**config.mk**
```make
export PLATFORM = sky130hd
export DESIGN_NAME = websocket_frame_builder
export DESIGN_NICKNAME = d
export VERILOG_FILES = /design/src/rtl/core/wsfb_pkg.sv /design/src/rtl/core/wsfb_hdr_fmt.sv /design/src/rtl/core/websocket_frame_builder.sv
export SDC_FILE = /design/constraint.sdc
export NUM_CORES = 1
export LEC_CHECK = 0
export BUFFER_PORTS_ARGS = -buffer_cell sky130_fd_sc_hd__buf_2
export CAP_MARGIN = 20
export CORE_MARGIN = 8
export CORE_UTILIZATION = 54
export DETAILED_ROUTE_END_ITERATION = 10
export HOLD_SLACK_MARGIN = 0.02
export PLACE_DENSITY = 0.8
export SYNTH_ARGS = -nofsm -noshare
export SYNTH_HDL_FRONTEND = slang
export SYNTH_SLANG_ARGS = --single-unit
```
**constraint.sdc**
```tcl
create_clock -name clk -period 4.12 [get_ports clk]
set_clock_uncertainty 0.05 [all_clocks]
set_input_delay 0 -clock clk [delete_from_list [all_inputs] [get_ports clk]]
set_output_delay 0 -clock clk [all_outputs]
set_load 0.01 [all_outputs]
```
**src/rtl/core/wsfb_pkg.sv**
```systemverilog
// shared constants, types and helpers for the websocket frame builder
package wsfb_pkg;

	// length coding limits of the frame header
	localparam int unsigned LEN_DIRECT_MAX = 125;
	localparam int unsigned LEN_16_LIMIT   = 65536;
	localparam logic [6:0]  LEN_CODE_16    = 7'd126;
	localparam logic [6:0]  LEN_CODE_64    = 7'd127;

	// header bytes: two fixed, up to eight extended length, four key
	localparam int unsigned HDR_BYTES    = 14;
	localparam int unsigned HDR_REST     = HDR_BYTES - 1;
	localparam int unsigned HDR_CNT_W    = $clog2(HDR_BYTES);
	localparam int unsigned EXT16_BYTES  = 2;
	localparam int unsigned EXT64_BYTES  = 8;
	localparam int unsigned KEY_BYTES    = 4;

	localparam int unsigned LEN_W = 31;
	localparam int unsigned CFG_W = 32;

	// request kinds
	localparam logic REQ_START   = 1'b0;
	localparam logic REQ_PAYLOAD = 1'b1;

	// configuration register indexes
	localparam logic CFG_MASK_ENABLE = 1'b0;
	localparam logic CFG_MASK_KEY    = 1'b1;

	typedef enum logic [1:0] {
		LEN_DIRECT,
		LEN_EXT16,
		LEN_EXT64
	} len_class_t;

	// formatted header: first byte goes straight out, the rest queue up
	typedef struct packed {
		logic [7:0]                    first;
		logic [HDR_REST-1:0][7:0]      rest;
		logic [HDR_CNT_W-1:0]          rest_cnt;
		logic                          empty;
	} hdr_t;

	// mask key byte for a payload index mod 4, most significant byte first
	function automatic logic [7:0] key_byte(input logic [31:0] key, input logic [1:0] phase);
		logic [7:0] b;
		case (phase)
			2'd0:    b = key[31:24];
			2'd1:    b = key[23:16];
			2'd2:    b = key[15:8];
			default: b = key[7:0];
		endcase
		return b;
	endfunction

endpackage

```
**src/rtl/core/wsfb_hdr_fmt.sv**
```systemverilog
// frame header formatter: fin/opcode, mask/length code, extended length, key
module wsfb_hdr_fmt (
	input  logic [30:0]    frame_len,
	input  logic [3:0]     opcode,
	input  logic           final_fragment,
	input  logic           mask_enable,
	input  logic [31:0]    mask_key,
	output wsfb_pkg::hdr_t hdr
);

	wsfb_pkg::len_class_t len_class;
	logic [6:0]           len_code;
	logic [7:0]           k0, k1, k2, k3;

	// length class and 7-bit code
	always_comb begin
		if (frame_len <= wsfb_pkg::LEN_W'(wsfb_pkg::LEN_DIRECT_MAX)) begin
			len_class = wsfb_pkg::LEN_DIRECT;
			len_code  = frame_len[6:0];
		end else if (frame_len < wsfb_pkg::LEN_W'(wsfb_pkg::LEN_16_LIMIT)) begin
			len_class = wsfb_pkg::LEN_EXT16;
			len_code  = wsfb_pkg::LEN_CODE_16;
		end else begin
			len_class = wsfb_pkg::LEN_EXT64;
			len_code  = wsfb_pkg::LEN_CODE_64;
		end
	end

	assign k0 = wsfb_pkg::key_byte(mask_key, 2'd0);
	assign k1 = wsfb_pkg::key_byte(mask_key, 2'd1);
	assign k2 = wsfb_pkg::key_byte(mask_key, 2'd2);
	assign k3 = wsfb_pkg::key_byte(mask_key, 2'd3);

	// byte layout after the first byte, key bytes only counted when masking
	always_comb begin
		hdr.first = {final_fragment, 3'b000, opcode};
		hdr.empty = (frame_len == '0);
		hdr.rest  = '0;
		hdr.rest[0] = {mask_enable, len_code};
		case (len_class)
			wsfb_pkg::LEN_EXT16: begin
				hdr.rest[1] = frame_len[15:8];
				hdr.rest[2] = frame_len[7:0];
				hdr.rest[3] = k0;
				hdr.rest[4] = k1;
				hdr.rest[5] = k2;
				hdr.rest[6] = k3;
				hdr.rest_cnt = wsfb_pkg::HDR_CNT_W'(1 + wsfb_pkg::EXT16_BYTES);
			end
			wsfb_pkg::LEN_EXT64: begin
				// upper four length bytes stay zero
				hdr.rest[5]  = {1'b0, frame_len[30:24]};
				hdr.rest[6]  = frame_len[23:16];
				hdr.rest[7]  = frame_len[15:8];
				hdr.rest[8]  = frame_len[7:0];
				hdr.rest[9]  = k0;
				hdr.rest[10] = k1;
				hdr.rest[11] = k2;
				hdr.rest[12] = k3;
				hdr.rest_cnt = wsfb_pkg::HDR_CNT_W'(1 + wsfb_pkg::EXT64_BYTES);
			end
			default: begin
				hdr.rest[1] = k0;
				hdr.rest[2] = k1;
				hdr.rest[3] = k2;
				hdr.rest[4] = k3;
				hdr.rest_cnt = wsfb_pkg::HDR_CNT_W'(1);
			end
		endcase
		if (mask_enable) begin
			hdr.rest_cnt = hdr.rest_cnt + wsfb_pkg::HDR_CNT_W'(wsfb_pkg::KEY_BYTES);
		end
	end

endmodule

```
**src/rtl/core/websocket_frame_builder.sv**
```systemverilog
// websocket frame builder top level: input stage, header queue, output register
// an accepted item moves from the input stage register into the output register when taken
// throughput, while out_stall is low: one payload byte per cycle; a start item holds the
// output for its header bytes, 2 to 14 (2 + extended length bytes + 4 key bytes if
// masking); the header queue is a 13-byte shift register drained one byte per cycle
// reset: asynchronous active-low; clears control registers, no frame open, output empty
module websocket_frame_builder (
	input  logic        clk,
	input  logic        arst_n,
	input  logic        cfg_wr_en,
	input  logic        cfg_index,
	input  logic [31:0] cfg_data,
	input  logic        in_valid,
	output logic        in_stall,
	input  logic        req_type,
	input  logic [30:0] frame_len,
	input  logic [3:0]  opcode,
	input  logic        final_fragment,
	input  logic [7:0]  payload_byte,
	output logic        out_valid,
	input  logic        out_stall,
	output logic [7:0]  out_byte,
	output logic        frame_last
);

	logic                                 mask_enable_q;
	logic [31:0]                          mask_key_q;

	logic                                 valid_s1;
	logic                                 req_type_s1;
	logic [30:0]                          frame_len_s1;
	logic [3:0]                           opcode_s1;
	logic                                 final_fragment_s1;
	logic [7:0]                           payload_byte_s1;

	logic [30:0]                          rem_q;
	logic [1:0]                           phase_q;
	logic [wsfb_pkg::HDR_REST-1:0][7:0]   hdr_q;
	logic [wsfb_pkg::HDR_CNT_W-1:0]       hdr_cnt_q;
	logic                                 hdr_empty_q;

	logic                                 out_valid_q;
	logic [7:0]                           out_byte_q;
	logic                                 out_last_q;

	wsfb_pkg::hdr_t                       hdr;
	logic                                 out_free;
	logic                                 hdr_busy;
	logic                                 frame_open;
	logic                                 take_s1;
	logic [7:0]                           masked_byte;

	// configuration registers
	always_ff @(posedge clk or negedge arst_n) begin
		if (!arst_n) begin
			mask_enable_q <= 1'b0;
			mask_key_q    <= '0;
		end else if (cfg_wr_en) begin
			case (cfg_index)
				wsfb_pkg::CFG_MASK_ENABLE: mask_enable_q <= cfg_data[0];
				wsfb_pkg::CFG_MASK_KEY:    mask_key_q    <= cfg_data;
				default: ;
			endcase
		end
	end

	wsfb_hdr_fmt u_hdr_fmt (
		.frame_len      (frame_len_s1),
		.opcode         (opcode_s1),
		.final_fragment (final_fragment_s1),
		.mask_enable    (mask_enable_q),
		.mask_key       (mask_key_q),
		.hdr            (hdr)
	);

	// stage control
	assign out_free   = !out_valid_q || !out_stall;
	assign hdr_busy   = (hdr_cnt_q != '0);
	assign frame_open = (rem_q != '0);
	assign take_s1    = valid_s1 && !hdr_busy &&
		(out_free || (req_type_s1 == wsfb_pkg::REQ_PAYLOAD && !frame_open));
	assign in_stall   = valid_s1 && !take_s1;

	assign masked_byte = payload_byte_s1 ^
		(mask_enable_q ? wsfb_pkg::key_byte(mask_key_q, phase_q) : 8'h00);

	// input stage valid
	always_ff @(posedge clk or negedge arst_n) begin
		if (!arst_n) begin
			valid_s1 <= 1'b0;
		end else if (!in_stall) begin
			valid_s1 <= in_valid;
		end
	end

	// input stage payload
	always_ff @(posedge clk) begin
		if (in_valid && !in_stall) begin
			req_type_s1       <= req_type;
			frame_len_s1      <= frame_len;
			opcode_s1         <= opcode;
			final_fragment_s1 <= final_fragment;
			payload_byte_s1   <= payload_byte;
		end
	end

	// frame state, header queue and output register control
	always_ff @(posedge clk or negedge arst_n) begin
		if (!arst_n) begin
			rem_q       <= '0;
			phase_q     <= '0;
			hdr_cnt_q   <= '0;
			hdr_empty_q <= 1'b0;
			out_valid_q <= 1'b0;
		end else begin
			if (hdr_busy) begin
				if (out_free) begin
					out_valid_q <= 1'b1;
					hdr_cnt_q   <= hdr_cnt_q - 1'b1;
				end
			end else if (take_s1 && req_type_s1 == wsfb_pkg::REQ_START) begin
				out_valid_q <= 1'b1;
				hdr_cnt_q   <= hdr.rest_cnt;
				hdr_empty_q <= hdr.empty;
				rem_q       <= frame_len_s1;
				phase_q     <= '0;
			end else if (take_s1 && frame_open) begin
				out_valid_q <= 1'b1;
				rem_q       <= rem_q - 1'b1;
				phase_q     <= phase_q + 1'b1;
			end else if (out_free) begin
				out_valid_q <= 1'b0;
			end
		end
	end

	// header queue and output byte data
	always_ff @(posedge clk) begin
		if (hdr_busy) begin
			if (out_free) begin
				out_byte_q <= hdr_q[0];
				out_last_q <= hdr_empty_q && (hdr_cnt_q == wsfb_pkg::HDR_CNT_W'(1));
				hdr_q      <= {8'h00, hdr_q[wsfb_pkg::HDR_REST-1:1]};
			end
		end else if (take_s1) begin
			if (req_type_s1 == wsfb_pkg::REQ_START) begin
				out_byte_q <= hdr.first;
				out_last_q <= 1'b0;
				hdr_q      <= hdr.rest;
			end else if (frame_open) begin
				out_byte_q <= masked_byte;
				out_last_q <= (rem_q == 31'd1);
			end
		end
	end

	assign out_valid  = out_valid_q;
	assign out_byte   = out_byte_q;
	assign frame_last = out_last_q;

	// a marked last byte means the frame is closed and no header is queued
	a_last_closes_frame: assert property (@(posedge clk) disable iff (!arst_n)
		out_valid && frame_last |-> (rem_q == '0) && !hdr_busy)
		else $error("last byte shown while frame still open");

	// frame state is frozen while a header burst drains
	a_state_held_in_burst: assert property (@(posedge clk) disable iff (!arst_n)
		hdr_busy |=> $stable(rem_q) && $stable(phase_q))
		else $error("frame state changed during header burst");

	// a header burst keeps the output stream filled
	a_burst_keeps_output: assert property (@(posedge clk) disable iff (!arst_n)
		hdr_busy && out_free |=> out_valid)
		else $error("gap in header burst");

endmodule

```
==> flow_summary.json <==
{
  "drv_slew": 0,
  "combPwrFrac_pct": 21.8,
  "die_area_um2": 24500,
  "ys_ff_latch": 231,
  "clock_latency_ns": 0.51,
  "min_from": "cfg_wr_en",
  "grt_pass1_wl_um": 46200,
  "arrival_ns": 3.47,
  "start_kind": "register",
  "p_leak_nw": 5.24,
  "hold_violations": 0,
  "min-delay-path-class": "input port to register",
  "cts-root-buf": "clkbuf_16",
  "viasPerCell": 6.09,
  "reg2reg_depth": 7,
  "power.share.switching_pct": 31.1,
  "pwr-share-clk_pct": 29.3,
  "synthFlopType": "edfxtp_1",
  "critPathKind": "register to register",
  "start_util_pct": 54.9,
  "tightest_slew_ns": 0.972,
  "grt_setup_unrepaired": "no",
  "drive_above_1_share_pct": 18.2,
  "wire_per_inst_um": 21.3,
  "track_usage_pct": 24.3,
  "yosysWarnings": 0,
  "clk_pin_slew_ns": 0.06,
  "antenna_found_initial": 0,
  "syn_inst": 957,
  "synth-edff-count": 158,
  "hold_path_end": "mask_key_q[0]$_DFFE_PN0P_",
  "placed_cells": 1274,
  "worst_hold_slack_ns": 0.124,
  "layout-area-overhead-vs-synth_pct": 22.3,
  "fmax_mhz": 302,
  "endpoint_kind": "register",
  "worstHoldPathCells": 4,
  "drv_cap": 0,
  "synthDistinctLibCells": 57,
  "drc_errors": 0,
  "n_antenna_cell": 0,
  "synth_area_um2": 10600,
  "finalWirelength_um": 29700,
  "clk_path_buf_depth": 3,
  "async_reset_ff_share_pct": 31.6,
  "r2r_slack_ns": 0.80,
  "hpwl_um": 18800,
  "powerDensity_nw_per_um2": 569,
  "critical_path_required_ns": 4.28,
  "portBuffers": 93,
  "wl_met1_um": 11400,
  "die_x_um": 156,
  "p_int_mw": 5.10,
  "routed.top_layer": "met4",
  "synth_nets": 1049,
  "drt-pass1-iter-count": 6,
  "postPlaceCellArea_um2": 11400,
  "p_sw_mw": 2.30,
  "synth_area_per_cell_um2": 11.1,
  "die_y_um": 156,
  "p_seq_share_pct": 49.0,
  "core_um2": 19400,
  "grt_pass1_vias": 8237,
  "drtAntennaViolNets": 0,
  "final_area_um2": 13000,
  "wl_met3_um": 2810,
  "fin_nets": 1209,
  "ys_seq_area_share_pct": 61.7,
  "grt_overflow": 0,
  "cts_buffers": 23,
  "rows": 51,
  "crit_fanout": 24,
  "drt_iter0_drc": 1096,
  "h-tree-depth": 1,
  "fin_cells": 1399,
  "finalSetupTns_ns": 0,
  "ios": 94,
  "status": "completed",
  "cts_tree": "built",
  "ctsResizeCount": 0,
  "relSlewSlack_pct": 35.2,
  "fin_crit_ns": 3.32,
  "period_share_pct": 80.5,
  "worstReg2RegEnd": "frame_len_s1[18]$_DFFE_PP_",
  "cts.sinks": 231,
  "rr_startpoint": "rem_q[3]$_DFFE_PN0P_",
  "wl_met2_um": 14400,
  "gp_congestion": 0.908,
  "peakVddDrop_mv": 0.332,
  "finalSetupViolations": 0,
  "grt_max_degree": 78,
  "vias": 8515
}
[worst max path at each step]
stage | endpoint | from | slack [ns]
2_1_floorplan | hdr_cnt_q[2]$_DFFE_PN0P_ | hdr_cnt_q[0]$_DFFE_PN0P_ | 0.57
3_3_place_gp | frame_len_s1[18]$_DFFE_PP_ | rem_q[5]$_DFFE_PN0P_ | 1.07
3_5_place_dp | frame_len_s1[22]$_DFFE_PP_ | rem_q[5]$_DFFE_PN0P_ | 0.96
4_1_cts | frame_len_s1[26]$_DFFE_PP_ | rem_q[5]$_DFFE_PN0P_ | 0.93
5_1_grt | frame_len_s1[26]$_DFFE_PP_ | rem_q[3]$_DFFE_PN0P_ | 0.67
6_report | frame_len_s1[18]$_DFFE_PP_ | rem_q[3]$_DFFE_PN0P_ | 0.80
[power by group through the flow]
stage,registers [mW],clock network (mW),logic [mW]
CTS,3.60,2.19,1.58
floorplan,3.48,0,1.08
global route,3.67,2.28,1.78
global placement,3.62,0,1.45
finish,3.63,2.17,1.61
detailed placement,3.64,0,1.51
[critical path: stages, from the launching register on]
cell and delay, ns:
dfrtp_1 0.46, nor4_1 0.60, nand3_1 0.38, nor4_4 0.49, o21ai_0 0.13, nand2_1 0.13, and2_2 0.51, buf_12 0.25
[registers in the layout, indices dropped and copies added, names as in the netlist, 2 cells and up]
register / count
hdr_q: 104
mask_key_q: 32
frame_len_s1: 31
rem_q: 31
out_byte: 8
payload_byte_s1: 8
hdr_cnt_q: 4
opcode_s1: 4
phase_q: 2
[synthesized netlist by cell type (3+ instances only)]
master	instances	area, um2
a21o_1	7	52.6
a21oi_1	52	260
a222oi_1	8	80.1
a22o_1	3	26.3
a2bb2oi_1	4	35.0
a31oi_1	9	56.3
and3_1	10	62.6
and4_1	3	26.3
buf_1	7	26.3
buf_2	4	20.0
buf_6	3	33.8
clkbuf_1	43	161
dfrtp_1	73	1830
edfxtp_1	158	4740
ha_1	9	113
inv_1	10	37.5
mux2_2	35	394
mux2i_1	23	230
nand2_1	214	803
nand2b_1	3	18.8
nand3_1	69	345
nand4_1	7	43.8
nor2_1	30	113
nor3_1	16	80.1
nor4_1	10	62.6
o21ai_0	71	355
o22a_1	13	114
o22ai_1	8	50.1
o31ai_1	3	22.5
or2_2	3	18.8
or3_1	5	31.3
or4_1	3	22.5
or4_4	3	33.8
xor2_1	8	70.1
[per-layer routing]
| metal | up-vias | global-route usage, % |
|---|---|---|
| met3 | 89 | 3.81 |
| li1 | 3830 | - |
| met4 | 0 | 10.3 |
| met2 | 512 | 39.3 |
| met5 | - | 0 |
| met1 | 4084 | 32.0 |
[cell usage in the layout (no fill, tap or decap), drive strengths merged, types with 30 or more instances in the layout]
| cell type | instances |
|---|---|
| nand2 | 214 |
| nand3 | 69 |
| edfxtp | 158 |
| o21ai | 73 |
| mux2 | 35 |
| a21oi | 52 |
| buf | 111 |
| dlygate4sd3 | 82 |
| dfrtp | 73 |
| clkbuf | 30 |
| nor2 | 31 |
[layout make-up]
type	count	area (um2)
tap	265	332
clock buffer	30	664
sequential	231	6570
multi-input combinational	658	3830
inverter	10	37.5
fill	1429	6380
timing repair buffer	193	1470
clock inverter	12	121
[cell families after synthesis]
logic type	synth area share [%]
fa+ha+maj	1.06
buf+inv	2.69
simple gates	17.1
flops	61.7
compound gates	10.9
xor+xnor	0.658
mux	5.86
[through the flow]
stage | util, % | worst slack, ns | power (mW)
detailed placement | 58.8 | 0.955 | 5.14
finish | 67.1 | 0.804 | 7.41
floorplan | - | 0.572 | 4.56
CTS | 67.1 | 0.925 | 7.37
global placement | 58.8 | 1.07 | 5.07
global route | 67.1 | 0.671 | 7.72
[what timing repair did]
| action | in CTS | in global routing |
|---|---|---|
| hold buffers | 82 | 0 |
| buffers inserted | 0 | 0 |
| endpoints found under the hold margin | 154 | 0 |
| setup endpoints to repair | 0 | 0 |
Power figures use the tool's default switching activity.
